--- src/design/tcp_reno_congestion_rto_unit_macros.svh ---
// Assertion macros shared by the congestion and timeout unit.
// Each macro expects clk and rst_n in the scope where it is used.
`ifndef TCP_RENO_CONGESTION_RTO_UNIT_MACROS_SVH
`define TCP_RENO_CONGESTION_RTO_UNIT_MACROS_SVH

`ifndef SYNTHESIS

// A condition that holds at every clock edge out of reset.
`define TCRC_ASSERT(lbl, expr) \
  lbl: assert property (@(posedge clk) disable iff (!rst_n) (expr)) \
    else $error("tcrc check failed");

// A consequence that holds in the same cycle as its cause.
`define TCRC_ASSERT_IMP(lbl, ante, cons) \
  lbl: assert property (@(posedge clk) disable iff (!rst_n) (ante) |-> (cons)) \
    else $error("tcrc check failed");

// A consequence that holds in the cycle after its cause.
`define TCRC_ASSERT_NXT(lbl, ante, cons) \
  lbl: assert property (@(posedge clk) disable iff (!rst_n) (ante) |=> (cons)) \
    else $error("tcrc check failed");

`else

`define TCRC_ASSERT(lbl, expr)
`define TCRC_ASSERT_IMP(lbl, ante, cons)
`define TCRC_ASSERT_NXT(lbl, ante, cons)

`endif

`endif

--- src/design/tcrc_pkg.sv ---
`timescale 1ns / 1ps
`default_nettype none

package tcrc_pkg;

  // Field widths.
  localparam int unsigned OP_W   = 2;
  localparam int unsigned MODE_W = 2;
  localparam int unsigned DUP_W  = 2;
  localparam int unsigned MSS_W  = 16;
  localparam int unsigned WIN_W  = 24;
  localparam int unsigned RTO_W  = 24;
  localparam int unsigned CWND_W = 32;
  localparam int unsigned RTT_W  = 27;
  localparam int unsigned SQ_W   = 2 * MSS_W;
  localparam int unsigned NUM_W  = SQ_W + 16;
  localparam int unsigned ADDR_W = 5;
  localparam int unsigned DATA_W = 32;

  // Default duplicate ACK count that triggers fast retransmit.
  localparam int unsigned DUP_THR_DEF = 3;

  // Divider: two quotient bits per cycle over the whole numerator.
  localparam int unsigned DIV_BITS   = 2;
  localparam int unsigned DIV_STEPS  = NUM_W / DIV_BITS;
  localparam int unsigned DIV_CNT_W  = $clog2(DIV_STEPS);

  // Event codes.
  localparam logic [OP_W-1:0] OP_DUPACK  = 2'd0;
  localparam logic [OP_W-1:0] OP_NEWACK  = 2'd1;
  localparam logic [OP_W-1:0] OP_TIMEOUT = 2'd2;
  localparam logic [OP_W-1:0] OP_INIT    = 2'd3;

  // Congestion modes.
  localparam logic [MODE_W-1:0] MODE_SS   = 2'd0;
  localparam logic [MODE_W-1:0] MODE_AIMD = 2'd1;
  localparam logic [MODE_W-1:0] MODE_FR   = 2'd2;

  // Largest window, Q24.8.
  localparam logic [CWND_W-1:0] CWND_SAT = 32'hFFFF_FF00;

  // Register indexes.
  localparam logic [2:0] REG_MSS      = 3'd0;
  localparam logic [2:0] REG_RWND     = 3'd1;
  localparam logic [2:0] REG_MIN_RTO  = 3'd2;
  localparam logic [2:0] REG_MAX_RTO  = 3'd3;
  localparam logic [2:0] REG_INIT_RTO = 3'd4;
  localparam logic [2:0] REG_FRX_EN   = 3'd5;
  localparam logic [2:0] REG_RTT_EN   = 3'd6;

  // Register reset values.
  localparam logic [MSS_W-1:0] RST_MSS      = 16'd1460;
  localparam logic [WIN_W-1:0] RST_RWND     = 24'd65536;
  localparam logic [RTO_W-1:0] RST_MIN_RTO  = 24'd10000;
  localparam logic [RTO_W-1:0] RST_MAX_RTO  = 24'd2000000;
  localparam logic [RTO_W-1:0] RST_INIT_RTO = 24'd50000;

  typedef struct packed {
    logic [MSS_W-1:0] mss;
    logic [WIN_W-1:0] rwnd;
    logic [RTO_W-1:0] min_rto;
    logic [RTO_W-1:0] max_rto;
    logic [RTO_W-1:0] init_rto;
    logic             frx_en;
    logic             rtt_en;
  } cfg_t;

  // Commands from the controller to the datapath.
  typedef struct packed {
    logic load_in;
    logic rtt1;
    logic rtt2;
    logic rtt3;
    logic win_step;
    logic mul_step;
    logic div_init;
    logic div_step;
    logic add_step;
    logic load_out;
  } cmd_t;

  // Status from the datapath to the controller.
  typedef struct packed {
    logic rtt_go;
    logic aimd_go;
  } stat_t;

endpackage

`default_nettype wire

--- src/design/tcrc_cfg_regs.sv ---
`timescale 1ns / 1ps
`default_nettype none

module tcrc_cfg_regs (
  input  wire logic                       clk,
  input  wire logic                       rst_n,
  input  wire logic                       psel,
  input  wire logic                       penable,
  input  wire logic                       pwrite,
  input  wire logic [tcrc_pkg::ADDR_W-1:0] paddr,
  input  wire logic [tcrc_pkg::DATA_W-1:0] pwdata,
  output logic      [tcrc_pkg::DATA_W-1:0] prdata,
  output logic                            pready,
  output tcrc_pkg::cfg_t                  cfg
);
  import tcrc_pkg::*;

  cfg_t       cfg_r;
  cfg_t       cfg_nxt;
  logic       wr_en;
  logic [2:0] idx;

  assign pready = 1'b1;
  assign wr_en  = psel & penable & pwrite & pready;
  assign idx    = paddr[4:2];
  assign cfg    = cfg_r;

  // Register write decode.
  always_comb begin
    cfg_nxt = cfg_r;
    if (wr_en) begin
      case (idx)
        REG_MSS:      cfg_nxt.mss      = pwdata[MSS_W-1:0];
        REG_RWND:     cfg_nxt.rwnd     = pwdata[WIN_W-1:0];
        REG_MIN_RTO:  cfg_nxt.min_rto  = pwdata[RTO_W-1:0];
        REG_MAX_RTO:  cfg_nxt.max_rto  = pwdata[RTO_W-1:0];
        REG_INIT_RTO: cfg_nxt.init_rto = pwdata[RTO_W-1:0];
        REG_FRX_EN:   cfg_nxt.frx_en   = pwdata[0];
        REG_RTT_EN:   cfg_nxt.rtt_en   = pwdata[0];
        default:      cfg_nxt          = cfg_r;
      endcase
    end
  end

  always_ff @(posedge clk) begin
    if (!rst_n) begin
      cfg_r.mss      <= RST_MSS;
      cfg_r.rwnd     <= RST_RWND;
      cfg_r.min_rto  <= RST_MIN_RTO;
      cfg_r.max_rto  <= RST_MAX_RTO;
      cfg_r.init_rto <= RST_INIT_RTO;
      cfg_r.frx_en   <= 1'b1;
      cfg_r.rtt_en   <= 1'b1;
    end else begin
      cfg_r <= cfg_nxt;
    end
  end

  // Read back.
  always_comb begin
    case (idx)
      REG_MSS:      prdata = {{(DATA_W-MSS_W){1'b0}}, cfg_r.mss};
      REG_RWND:     prdata = {{(DATA_W-WIN_W){1'b0}}, cfg_r.rwnd};
      REG_MIN_RTO:  prdata = {{(DATA_W-RTO_W){1'b0}}, cfg_r.min_rto};
      REG_MAX_RTO:  prdata = {{(DATA_W-RTO_W){1'b0}}, cfg_r.max_rto};
      REG_INIT_RTO: prdata = {{(DATA_W-RTO_W){1'b0}}, cfg_r.init_rto};
      REG_FRX_EN:   prdata = {{(DATA_W-1){1'b0}}, cfg_r.frx_en};
      REG_RTT_EN:   prdata = {{(DATA_W-1){1'b0}}, cfg_r.rtt_en};
      default:      prdata = '0;
    endcase
  end

endmodule

`default_nettype wire

--- src/design/tcrc_ctrl.sv ---
`timescale 1ns / 1ps
`default_nettype none
`include "tcp_reno_congestion_rto_unit_macros.svh"

module tcrc_ctrl (
  input  wire logic            clk,
  input  wire logic            rst_n,
  input  wire logic            in_valid,
  output logic                 in_ready,
  output logic                 out_valid,
  input  wire logic            out_ready,
  input  wire tcrc_pkg::stat_t stat,
  output tcrc_pkg::cmd_t       cmd
);
  import tcrc_pkg::*;

  localparam logic [3:0] S_IDLE  = 4'd0;
  localparam logic [3:0] S_CHK   = 4'd1;
  localparam logic [3:0] S_RTT1  = 4'd2;
  localparam logic [3:0] S_RTT2  = 4'd3;
  localparam logic [3:0] S_RTT3  = 4'd4;
  localparam logic [3:0] S_WSEL  = 4'd5;
  localparam logic [3:0] S_DINIT = 4'd6;
  localparam logic [3:0] S_DIV   = 4'd7;
  localparam logic [3:0] S_ADD   = 4'd8;
  localparam logic [3:0] S_DONE  = 4'd9;

  logic [3:0]           state_r;
  logic [3:0]           state_nxt;
  logic [DIV_CNT_W-1:0] cnt_r;
  logic [DIV_CNT_W-1:0] cnt_nxt;
  logic                 out_valid_r;
  logic                 out_valid_nxt;

  assign in_ready  = (state_r == S_IDLE);
  assign out_valid = out_valid_r;

  // Sequencer: one event at a time through the RTT and window steps.
  always_comb begin
    state_nxt = state_r;
    cnt_nxt   = cnt_r;
    cmd       = '0;
    case (state_r)
      S_IDLE: begin
        if (in_valid) begin
          cmd.load_in = 1'b1;
          state_nxt   = S_CHK;
        end
      end
      S_CHK: begin
        state_nxt = stat.rtt_go ? S_RTT1 : S_WSEL;
      end
      S_RTT1: begin
        cmd.rtt1  = 1'b1;
        state_nxt = S_RTT2;
      end
      S_RTT2: begin
        cmd.rtt2  = 1'b1;
        state_nxt = S_RTT3;
      end
      S_RTT3: begin
        cmd.rtt3  = 1'b1;
        state_nxt = S_WSEL;
      end
      S_WSEL: begin
        if (stat.aimd_go) begin
          cmd.mul_step = 1'b1;
          state_nxt    = S_DINIT;
        end else begin
          cmd.win_step = 1'b1;
          state_nxt    = S_DONE;
        end
      end
      S_DINIT: begin
        cmd.div_init = 1'b1;
        cnt_nxt      = '0;
        state_nxt    = S_DIV;
      end
      S_DIV: begin
        cmd.div_step = 1'b1;
        if (cnt_r == DIV_CNT_W'(DIV_STEPS - 1)) begin
          state_nxt = S_ADD;
        end else begin
          cnt_nxt = cnt_r + 1'b1;
        end
      end
      S_ADD: begin
        cmd.add_step = 1'b1;
        state_nxt    = S_DONE;
      end
      S_DONE: begin
        if (!out_valid_r || out_ready) begin
          cmd.load_out = 1'b1;
          state_nxt    = S_IDLE;
        end
      end
      default: begin
        state_nxt = S_IDLE;
      end
    endcase
  end

  // Result register valid flag.
  always_comb begin
    if (cmd.load_out) begin
      out_valid_nxt = 1'b1;
    end else if (out_ready) begin
      out_valid_nxt = 1'b0;
    end else begin
      out_valid_nxt = out_valid_r;
    end
  end

  always_ff @(posedge clk) begin
    if (!rst_n) begin
      state_r     <= S_IDLE;
      cnt_r       <= '0;
      out_valid_r <= 1'b0;
    end else begin
      state_r     <= state_nxt;
      cnt_r       <= cnt_nxt;
      out_valid_r <= out_valid_nxt;
    end
  end

  `TCRC_ASSERT_NXT(a_one_item, in_valid && in_ready, !in_ready)
  `TCRC_ASSERT_NXT(a_load_sets_valid, cmd.load_out, out_valid)
  `TCRC_ASSERT_NXT(a_done_waits, state_r == S_DONE && out_valid_r && !out_ready,
                   state_r == S_DONE)
  `TCRC_ASSERT_IMP(a_div_count, state_r == S_DIV, cnt_r < DIV_CNT_W'(DIV_STEPS))

endmodule

`default_nettype wire

--- src/design/tcrc_datapath.sv ---
`timescale 1ns / 1ps
`default_nettype none
`include "tcp_reno_congestion_rto_unit_macros.svh"

module tcrc_datapath #(
  parameter int unsigned DUP_THRESHOLD = tcrc_pkg::DUP_THR_DEF
) (
  input  wire logic                        clk,
  input  wire logic                        rst_n,
  input  wire tcrc_pkg::cfg_t              cfg,
  input  wire tcrc_pkg::cmd_t              cmd,
  output tcrc_pkg::stat_t                  stat,
  input  wire logic [tcrc_pkg::OP_W-1:0]   in_operation,
  input  wire logic                        in_sample_valid,
  input  wire logic [tcrc_pkg::RTO_W-1:0]  in_sample_us,
  output logic      [tcrc_pkg::MODE_W-1:0] out_cong_mode,
  output logic      [tcrc_pkg::WIN_W-1:0]  out_cwnd_bytes,
  output logic      [tcrc_pkg::WIN_W-1:0]  out_ssthresh_bytes,
  output logic      [tcrc_pkg::RTO_W-1:0]  out_rto_us,
  output logic                             out_fast_retransmit,
  output logic                             out_restart_timer
);
  import tcrc_pkg::*;

  localparam logic [DUP_W-1:0] DUP_THR = DUP_W'(DUP_THRESHOLD);

  // Latched event.
  logic [OP_W-1:0]   op_r;
  logic              sv_r;
  logic [RTO_W-1:0]  samp_r;

  // Connection state.
  logic [MODE_W-1:0] mode_r,  mode_nxt;
  logic [CWND_W-1:0] cwnd_r,  cwnd_nxt;
  logic [WIN_W-1:0]  thr_r,   thr_nxt;
  logic [DUP_W-1:0]  dup_r,   dup_nxt;
  logic [RTT_W-1:0]  est_r,   est_nxt;
  logic [RTT_W-1:0]  dev_r,   dev_nxt;
  logic [RTO_W-1:0]  rto_r,   rto_nxt;
  logic              first_r, first_nxt;
  logic              frx_r,   frx_nxt;
  logic              rst_r,   rst_nxt;

  // Window increment arithmetic.
  logic [SQ_W-1:0]   sq_r;
  logic [CWND_W-1:0] rem_r,   rem_nxt;
  logic [NUM_W-1:0]  quo_r,   quo_nxt;

  // Shared intermediate values.
  logic [RTT_W-1:0]  samp_q3;
  logic [WIN_W-1:0]  half_thr;

  assign samp_q3      = {samp_r, 3'b000};
  assign half_thr     = (cwnd_r[31:9] < {7'd0, cfg.mss}) ? {8'd0, cfg.mss}
                                                         : {1'b0, cwnd_r[31:9]};
  assign stat.rtt_go  = (op_r == OP_NEWACK) && cfg.rtt_en && sv_r;
  assign stat.aimd_go = (op_r == OP_NEWACK) && (mode_r == MODE_AIMD);

  // State update for each command.
  always_comb begin
    logic [RTT_W-1:0]  est_base;
    logic [30:0]       est_sum;
    logic [RTT_W-1:0]  diff;
    logic [28:0]       dev_sum;
    logic [29:0]       r_sum;
    logic [RTT_W-1:0]  r_val;
    logic [DUP_W-1:0]  dup_inc;
    logic [24:0]       fr_sum;
    logic [32:0]       ss_sum;
    logic [CWND_W-1:0] ss_cwnd;
    logic [RTO_W:0]    to_rto;
    logic [CWND_W-1:0] room;
    logic [32:0]       shifted;

    mode_nxt  = mode_r;
    cwnd_nxt  = cwnd_r;
    thr_nxt   = thr_r;
    dup_nxt   = dup_r;
    est_nxt   = est_r;
    dev_nxt   = dev_r;
    rto_nxt   = rto_r;
    first_nxt = first_r;
    frx_nxt   = frx_r;
    rst_nxt   = rst_r;
    rem_nxt   = rem_r;
    quo_nxt   = quo_r;

    est_base = first_r ? samp_q3 : est_r;
    est_sum  = {1'b0, est_base, 3'b000} - {4'd0, est_base} + {4'd0, samp_q3} + 31'd4;
    diff     = (samp_q3 > est_r) ? (samp_q3 - est_r) : (est_r - samp_q3);
    dev_sum  = {1'b0, dev_r, 1'b0} + {2'd0, dev_r} + {2'd0, diff} + 29'd2;
    r_sum    = {3'd0, est_r} + {1'b0, dev_r, 2'b00} + 30'd4;
    r_val    = r_sum[29:3];
    dup_inc  = dup_r + 1'b1;
    fr_sum   = {1'b0, half_thr} + {9'd0, cfg.mss} + {8'd0, cfg.mss, 1'b0};
    ss_sum   = {1'b0, cwnd_r} + {9'd0, cfg.mss, 8'd0};
    ss_cwnd  = (ss_sum > {1'b0, CWND_SAT}) ? CWND_SAT : ss_sum[31:0];
    to_rto   = cfg.rtt_en ? {rto_r, 1'b0} : {1'b0, rto_r};
    room     = CWND_SAT - cwnd_r;
    shifted  = '0;

    // First RTT step: seed on the first sample, then smooth the estimate.
    if (cmd.rtt1) begin
      est_nxt   = est_sum[29:3];
      dev_nxt   = first_r ? {1'b0, samp_q3[RTT_W-1:1]} : dev_r;
      first_nxt = 1'b0;
    end

    // Second RTT step: smooth the deviation.
    if (cmd.rtt2) begin
      dev_nxt = dev_sum[28:2];
    end

    // Third RTT step: timeout from estimate and deviation, then clamp.
    if (cmd.rtt3) begin
      if (r_val < {3'd0, cfg.min_rto}) begin
        rto_nxt = cfg.min_rto;
      end else if (r_val > {3'd0, cfg.max_rto}) begin
        rto_nxt = cfg.max_rto;
      end else begin
        rto_nxt = r_val[RTO_W-1:0];
      end
    end

    // Window update in a single step for every case but a new ACK in AIMD.
    if (cmd.win_step) begin
      frx_nxt = 1'b0;
      rst_nxt = 1'b0;
      case (op_r)
        OP_DUPACK: begin
          if (cfg.frx_en) begin
            if (dup_inc == DUP_THR) begin
              dup_nxt = '0;
              rst_nxt = 1'b1;
              if (mode_r == MODE_SS || mode_r == MODE_AIMD) begin
                thr_nxt  = half_thr;
                cwnd_nxt = fr_sum[24] ? CWND_SAT : {fr_sum[23:0], 8'd0};
                mode_nxt = MODE_FR;
                frx_nxt  = 1'b1;
              end
            end else begin
              dup_nxt = dup_inc;
            end
          end
        end
        OP_NEWACK: begin
          dup_nxt = '0;
          rst_nxt = 1'b1;
          if (mode_r == MODE_SS) begin
            cwnd_nxt = ss_cwnd;
            if (ss_cwnd >= {thr_r, 8'd0}) begin
              mode_nxt = MODE_AIMD;
            end
          end else if (mode_r == MODE_FR) begin
            mode_nxt = MODE_AIMD;
            cwnd_nxt = {thr_r, 8'd0};
          end
        end
        OP_TIMEOUT: begin
          rto_nxt = (to_rto > {1'b0, cfg.max_rto}) ? cfg.max_rto : to_rto[RTO_W-1:0];
          rst_nxt = 1'b1;
          if (mode_r == MODE_SS) begin
            thr_nxt  = half_thr;
            mode_nxt = MODE_AIMD;
            cwnd_nxt = {half_thr, 8'd0};
          end else if (mode_r == MODE_AIMD || mode_r == MODE_FR) begin
            thr_nxt  = cfg.rwnd;
            mode_nxt = MODE_SS;
            cwnd_nxt = {8'd0, cfg.mss, 8'd0};
          end
        end
        OP_INIT: begin
          mode_nxt  = MODE_SS;
          cwnd_nxt  = {8'd0, cfg.mss, 8'd0};
          thr_nxt   = cfg.rwnd;
          dup_nxt   = '0;
          est_nxt   = {cfg.init_rto, 3'b000};
          dev_nxt   = '0;
          rto_nxt   = cfg.init_rto;
          first_nxt = 1'b1;
        end
        default: begin
          mode_nxt = mode_r;
        end
      endcase
    end

    // Divider setup: numerator is the squared segment size in Q16.
    if (cmd.div_init) begin
      quo_nxt = {sq_r, 16'd0};
      rem_nxt = '0;
    end

    // Restoring division, two quotient bits per cycle.
    if (cmd.div_step) begin
      for (int k = 0; k < DIV_BITS; k++) begin
        shifted = {rem_nxt, quo_nxt[NUM_W-1]};
        quo_nxt = {quo_nxt[NUM_W-2:0], 1'b0};
        if (shifted >= {1'b0, cwnd_r}) begin
          shifted    = shifted - {1'b0, cwnd_r};
          quo_nxt[0] = 1'b1;
        end
        rem_nxt = shifted[CWND_W-1:0];
      end
    end

    // AIMD growth with saturation.
    if (cmd.add_step) begin
      if (quo_r >= {{(NUM_W-CWND_W){1'b0}}, room}) begin
        cwnd_nxt = CWND_SAT;
      end else begin
        cwnd_nxt = cwnd_r + quo_r[CWND_W-1:0];
      end
      dup_nxt = '0;
      rst_nxt = 1'b1;
      frx_nxt = 1'b0;
    end
  end

  // Connection state registers.
  always_ff @(posedge clk) begin
    if (!rst_n) begin
      mode_r  <= MODE_SS;
      cwnd_r  <= {8'd0, RST_MSS, 8'd0};
      thr_r   <= RST_RWND;
      dup_r   <= '0;
      est_r   <= {RST_INIT_RTO, 3'b000};
      dev_r   <= '0;
      rto_r   <= RST_INIT_RTO;
      first_r <= 1'b1;
      frx_r   <= 1'b0;
      rst_r   <= 1'b0;
    end else begin
      mode_r  <= mode_nxt;
      cwnd_r  <= cwnd_nxt;
      thr_r   <= thr_nxt;
      dup_r   <= dup_nxt;
      est_r   <= est_nxt;
      dev_r   <= dev_nxt;
      rto_r   <= rto_nxt;
      first_r <= first_nxt;
      frx_r   <= frx_nxt;
      rst_r   <= rst_nxt;
    end
  end

  // Event capture, squaring and divider registers.
  always_ff @(posedge clk) begin
    if (cmd.load_in) begin
      op_r   <= in_operation;
      sv_r   <= in_sample_valid;
      samp_r <= in_sample_us;
    end
    if (cmd.mul_step) begin
      sq_r <= SQ_W'(cfg.mss) * SQ_W'(cfg.mss);
    end
    rem_r <= rem_nxt;
    quo_r <= quo_nxt;
  end

  // Result register.
  always_ff @(posedge clk) begin
    if (cmd.load_out) begin
      out_cong_mode       <= mode_r;
      out_cwnd_bytes      <= cwnd_r[CWND_W-1:8];
      out_ssthresh_bytes  <= thr_r;
      out_rto_us          <= rto_r;
      out_fast_retransmit <= frx_r;
      out_restart_timer   <= rst_r;
    end
  end

  `TCRC_ASSERT(a_cwnd_sat, cwnd_r <= CWND_SAT)
  `TCRC_ASSERT_NXT(a_timeout_clamp, cmd.win_step && op_r == OP_TIMEOUT,
                   rto_r <= cfg.max_rto)
  `TCRC_ASSERT_NXT(a_init_quiet, cmd.win_step && op_r == OP_INIT, !frx_r && !rst_r)

endmodule

`default_nettype wire

--- src/design/tcp_reno_congestion_rto_unit.sv ---
`timescale 1ns / 1ps
`default_nettype none

// Channel  Direction  Handshake           Payload
// in       input      in_valid/in_ready   operation, sample_valid, sample_us
// out      output     out_valid/out_ready cong_mode, cwnd_bytes, ssthresh_bytes,
//                                          rto_us, fast_retransmit, restart_timer
// cfg      input      psel/penable/pready paddr, pwdata, prdata (APB, 7 registers)
//
// One event is in work at a time. A new ACK in AIMD mode passes check, the RTT steps
// if it has a sample, window select, divider setup, the divider steps and the add;
// the restoring divider for the window increment (two quotient bits a cycle over 48
// bits) dominates. Every other event passes check, the RTT steps if it is a new ACK
// with a sample, and a window step; the next transfer in can come in the cycle after
// the result register loads. A waiting result does not block the next transfer in;
// that event stalls in its last step until the result register is free. Reset is
// synchronous and needs no clearing pass.

module tcp_reno_congestion_rto_unit #(
  parameter int unsigned DUP_THRESHOLD = tcrc_pkg::DUP_THR_DEF
) (
  input  wire logic                        clk,
  input  wire logic                        rst_n,
  input  wire logic                        in_valid,
  output logic                             in_ready,
  input  wire logic [tcrc_pkg::OP_W-1:0]   in_operation,
  input  wire logic                        in_sample_valid,
  input  wire logic [tcrc_pkg::RTO_W-1:0]  in_sample_us,
  output logic                             out_valid,
  input  wire logic                        out_ready,
  output logic      [tcrc_pkg::MODE_W-1:0] out_cong_mode,
  output logic      [tcrc_pkg::WIN_W-1:0]  out_cwnd_bytes,
  output logic      [tcrc_pkg::WIN_W-1:0]  out_ssthresh_bytes,
  output logic      [tcrc_pkg::RTO_W-1:0]  out_rto_us,
  output logic                             out_fast_retransmit,
  output logic                             out_restart_timer,
  input  wire logic                        psel,
  input  wire logic                        penable,
  input  wire logic                        pwrite,
  input  wire logic [tcrc_pkg::ADDR_W-1:0] paddr,
  input  wire logic [tcrc_pkg::DATA_W-1:0] pwdata,
  output logic      [tcrc_pkg::DATA_W-1:0] prdata,
  output logic                             pready
);
  import tcrc_pkg::*;

  cfg_t  cfg;
  cmd_t  cmd;
  stat_t stat;

  tcrc_cfg_regs u_cfg (
    .clk     (clk),
    .rst_n   (rst_n),
    .psel    (psel),
    .penable (penable),
    .pwrite  (pwrite),
    .paddr   (paddr),
    .pwdata  (pwdata),
    .prdata  (prdata),
    .pready  (pready),
    .cfg     (cfg)
  );

  tcrc_ctrl u_ctrl (
    .clk       (clk),
    .rst_n     (rst_n),
    .in_valid  (in_valid),
    .in_ready  (in_ready),
    .out_valid (out_valid),
    .out_ready (out_ready),
    .stat      (stat),
    .cmd       (cmd)
  );

  tcrc_datapath #(
    .DUP_THRESHOLD (DUP_THRESHOLD)
  ) u_dp (
    .clk                 (clk),
    .rst_n               (rst_n),
    .cfg                 (cfg),
    .cmd                 (cmd),
    .stat                (stat),
    .in_operation        (in_operation),
    .in_sample_valid     (in_sample_valid),
    .in_sample_us        (in_sample_us),
    .out_cong_mode       (out_cong_mode),
    .out_cwnd_bytes      (out_cwnd_bytes),
    .out_ssthresh_bytes  (out_ssthresh_bytes),
    .out_rto_us          (out_rto_us),
    .out_fast_retransmit (out_fast_retransmit),
    .out_restart_timer   (out_restart_timer)
  );

endmodule

`default_nettype wire

--- config.mk ---
export PLATFORM = sky130hd
export DESIGN_NAME = tcp_reno_congestion_rto_unit
export DESIGN_NICKNAME = d
export VERILOG_FILES = /design/src/design/tcrc_pkg.sv /design/src/design/tcrc_cfg_regs.sv /design/src/design/tcrc_ctrl.sv /design/src/design/tcrc_datapath.sv /design/src/design/tcp_reno_congestion_rto_unit.sv
export VERILOG_INCLUDE_DIRS = /design/src /design/src/design
export SDC_FILE = /design/constraint.sdc
export NUM_CORES = 2
export LEC_CHECK = 0
export ABC_AREA = 1
export ABC_CLOCK_PERIOD_IN_PS = 6400
export BUFFER_PORTS_ARGS = -buffer_cell sky130_fd_sc_hd__buf_4
export CORE_MARGIN = 2
export CORE_UTILIZATION = 45
export CTS_CLUSTER_SIZE = 10
export DETAILED_ROUTE_END_ITERATION = 16
export PLACE_DENSITY_LB_ADDON = 0.12
export SYNTH_ARGS = -nofsm -noshare
export SYNTH_HDL_FRONTEND = slang
export SYNTH_HIERARCHICAL = 1
export SYNTH_SLANG_ARGS = --single-unit
--- constraint.sdc ---
create_clock -name clk -period 6.4 [get_ports clk]
set_input_delay 0.32 -clock clk [delete_from_list [all_inputs] [get_ports clk]]
set_output_delay 0.32 -clock clk [all_outputs]
set_load 0.05 [all_outputs]
==> flow_summary.yaml <==
worst_setup_path:
  reg2regPathDepth: 22
  max_stage_delay_ns: 0.85
  rr_startpoint: "u_cfg/cfg[113]"
  critPathMaxFanout: 18
  critical_path.top_delay_family: "simple AND/OR/NAND/NOR gates"
  worst_setup_path_end_kind: "flop"
  worstPathCellList: "buf_4 -> inv_1 -> ha_1 -> nand3_1 -> nand3b_1 -> nor2_1 -> o21ai_0 -> nand3_2 -> o21ai_0 -> fa_1 -> fa_1 -> nor4_1 -> nor2_1 -> o21ai_0 -> nand3_1 -> nand2_1 -> nand3_1 -> nand2_1 -> nand2_1 -> xor2_1 -> o211ai_1 -> a21oi_1"
  start_kind: "flop"
  worst_path_max_delay_cell: "o21ai_0"
  r2r_end: "u_dp/cwnd_r[29]"
  critPathKind: "reg2reg"
  endpoint: "u_dp/cwnd_r[29]"
  crit_arrival_ns: 6.59
  path_depth: 22
  cp-startpoint: "u_cfg/cfg[113]"
  worst-path-buf-inv: 2
  reg2reg_setup_slack_ns: 0.33
  cp.required_ns: 6.92
sta:
  slew_headroom: 0.213
  hold_viol: 0
  worstMarginPinSlew_ns: 1.17
  period_share: 0.949
  fin_skew_ns: 0.0312
  fin_crit_ns: 6.07
  setup_violations: 0
  setup_slack_ns: 0.328
  clock.fmax_mhz: 165
  finalMaxSlewViolations: 0
global_route:
  grt_max_degree: 98
  grtUsageMet3: 0.0487
  grt_util_met2: 0.501
  gr-total-overflow: 0
  antenna_found_initial: 7
  grt_pass1_vias: 48000
  grt.busiest_layer: "met2"
  use_met1: 0.458
  grt_usage: 0.322
  grt_pass1_wl_um: 289000
detailed_routing:
  via_count: 50500
  routed_wl_um: 191000
  via_per_inst: 5.50
  drt_iter0_drc: 4749
  firstDrtPassIters: 7
  wl_per_cell_um: 20.8
  drcViolationCount: 0
  ant_nets: 0
cells_and_area:
  regArea_sq_mm: 0.0109
  fillers: 11500
  layout_common_cells: "nand2_1 (1,673), inv_1 (1,195), nor2_1 (597)"
  finalInstanceArea_sq_mm: 0.0573
  area_growth_pct: 11.6
  multiInputGateArea_sq_mm: 0.0347
  drive_above_1_share: 0.0771
  nets: 8487
  layout_commonest_cell: "nand2_1"
clock_tree:
  cts_tree: "done"
  cts_sinks: 479
  insertion_delay_ns: 0.66
  root_buffer: "clkbuf_16"
  cts_buffers: 66
  htree_levels: 3
  clk_pin_slew_ns: 0.06
  clockBufferDepth: 3
pwr:
  irDropWorstVdd_uv: 340
  powerDensity_mw_per_mm2: 353
  p_leak_nw: 29.1
  finalPower_mw: 20.2
yosys:
  yosysTopAreaCell: "ha_1"
  synth_top_area_share: 0.135
  synth.area.top_cells: "ha_1 (13%), dfxtp_1 (13%), nand2_1 (12%)"
  synth_edf_count: 134
  synthesis.instances: 7417
  async_flop_share: 0
  avgSynthCellArea_sq_um: 6.93
  ys.flop_type: "dfxtp_1"
  syn_area_sq_mm: 0.0514
  synth_cell_type_count: 67
  synth-seq-cells: 479
  seq_area_frac_synth: 0.213
  ys_warn_count: 6
hold_path:
  hold_depth: 5
  min_path_type: "in2reg"
job:
  max_cap_viol_count: 0
die:
  core_sq_mm: 0.113
  die_area_sq_mm: 0.117
  num_rows: 123
  die_y_um: 342
  die_w_um: 342
  initial_core_util: 0.455
  pin_count: 182
status:
  status: "complete, no violations"
placement:
  gp_congestion: 1.00
  numPortBuffers: 162
  hpwl_um: 153000
  place_area_sq_mm: 0.0547
  place_ws_ns: 0.184
[cell usage after synthesis, types with 126 or more instances]
cell      instances
nand2_1        1673
inv_1          1198
nor2_1          600
a21oi_1         590
ha_1            554
nand3_1         489
o21ai_0         428
dfxtp_1         345
fa_1            235
edfxtp_1        134
clkbuf_1        133
xor2_1          126
[logic make-up after synthesis]
group / Yosys count / share of synthesized area
AOI/OAI and AO/OA: 1323 / 0.143
xor gates and xnor gates: 213 / 0.0363
adders and majority gates: 789 / 0.226
buffers and inverters: 1474 / 0.114
DFF: 479 / 0.213
muxes: 63 / 0.0123
other: 2 / 0.000146
and+or+nand+nor: 3074 / 0.255
[metal layers]
layer	wire length, um	vias up
li1	-	24600
met1	87100	23800
met2	83200	1838
met3	14800	310
met4	5930	4
met5	23	-
[cell type report]
type | count | area share
sequential | 479 | 0.191
antenna | 2 | 0.0000873
clock buffer | 97 | 0.0317
multi-input combinational | 5471 | 0.605
clock inverter | 22 | 0.00498
inverter | 1220 | 0.0800
timing repair buffer | 389 | 0.0551
tap | 1500 | 0.0327
[timing repair]
item / CTS / global route
setup buffers: 0 / 0
setup endpoints to repair: 0 / 38
hold buffers: 45 / 0
hold endpoints to repair: 55 / 0
gates resized for setup: 0 / 15
[state kept, by name, summed over array words and instances (netlist names), 4 cells and up]
| signal | cells |
|---|---|
| u_dp/thr_r | 24 |
| u_dp/cwnd_r | 32 |
| u_dp/est_r | 27 |
| u_dp/out_rto_us | 24 |
| u_ctrl/state_r | 4 |
| u_cfg/cfg | 114 |
| u_dp/rem_r | 32 |
| u_dp/dev_r | 27 |
| u_dp/quo_r | 48 |
| u_dp/out_cwnd_bytes | 24 |
| u_dp/samp_r | 24 |
| u_ctrl/cnt_r | 5 |
| u_dp/sq_r | 31 |
| u_dp/out_ssthresh_bytes | 24 |
| u_dp/rto_r | 24 |
[tightest hold or removal path, cell delays in order]
cell and delay [ns]:
buf_4 0.10, inv_1 0.08, nand2_1 0.07, nand2_1 0.04, nor2_1 0.07
[per-stage QoR]
stage / hold slack [ns] / setup TNS (ns) / util / std cells
after global placement: 0.432 / 0 / 0.485 / 9014
after detailed placement: 0.430 / 0 / 0.485 / 9014
final: 0.0816 / 0 / 0.508 / 9180
after CTS: 0.0420 / 0 / 0.508 / 9178
after global routing: 0.102 / -0.0885 / 0.508 / 9178
after floorplan: 0.403 / 0 / - / 7424
[report_power, final]
| part | switching [mW] | leakage (nW) | internal [mW] |
|---|---|---|---|
| Combinational | 8.13 | 24.1 | 4.78 |
| Clock | 1.56 | 1.01 | 2.12 |
| Sequential | 0.247 | 4.01 | 3.40 |
[worst min-delay path by stage]
| stage | from | end |
|---|---|---|
| 6_report | pwdata[23] | u_cfg/cfg[49] |
| 5_1_grt | pwdata[23] | u_cfg/cfg[97] |
| 4_1_cts | pwdata[23] | u_cfg/cfg[49] |
| 3_5_place_dp | u_dp/rst_r | u_dp/out_restart_timer |
| 3_3_place_gp | u_dp/rst_r | u_dp/out_restart_timer |
| 2_1_floorplan | u_dp/frx_r | u_dp/out_fast_retransmit |
Note: power is estimated with default switching activity, not from simulation.
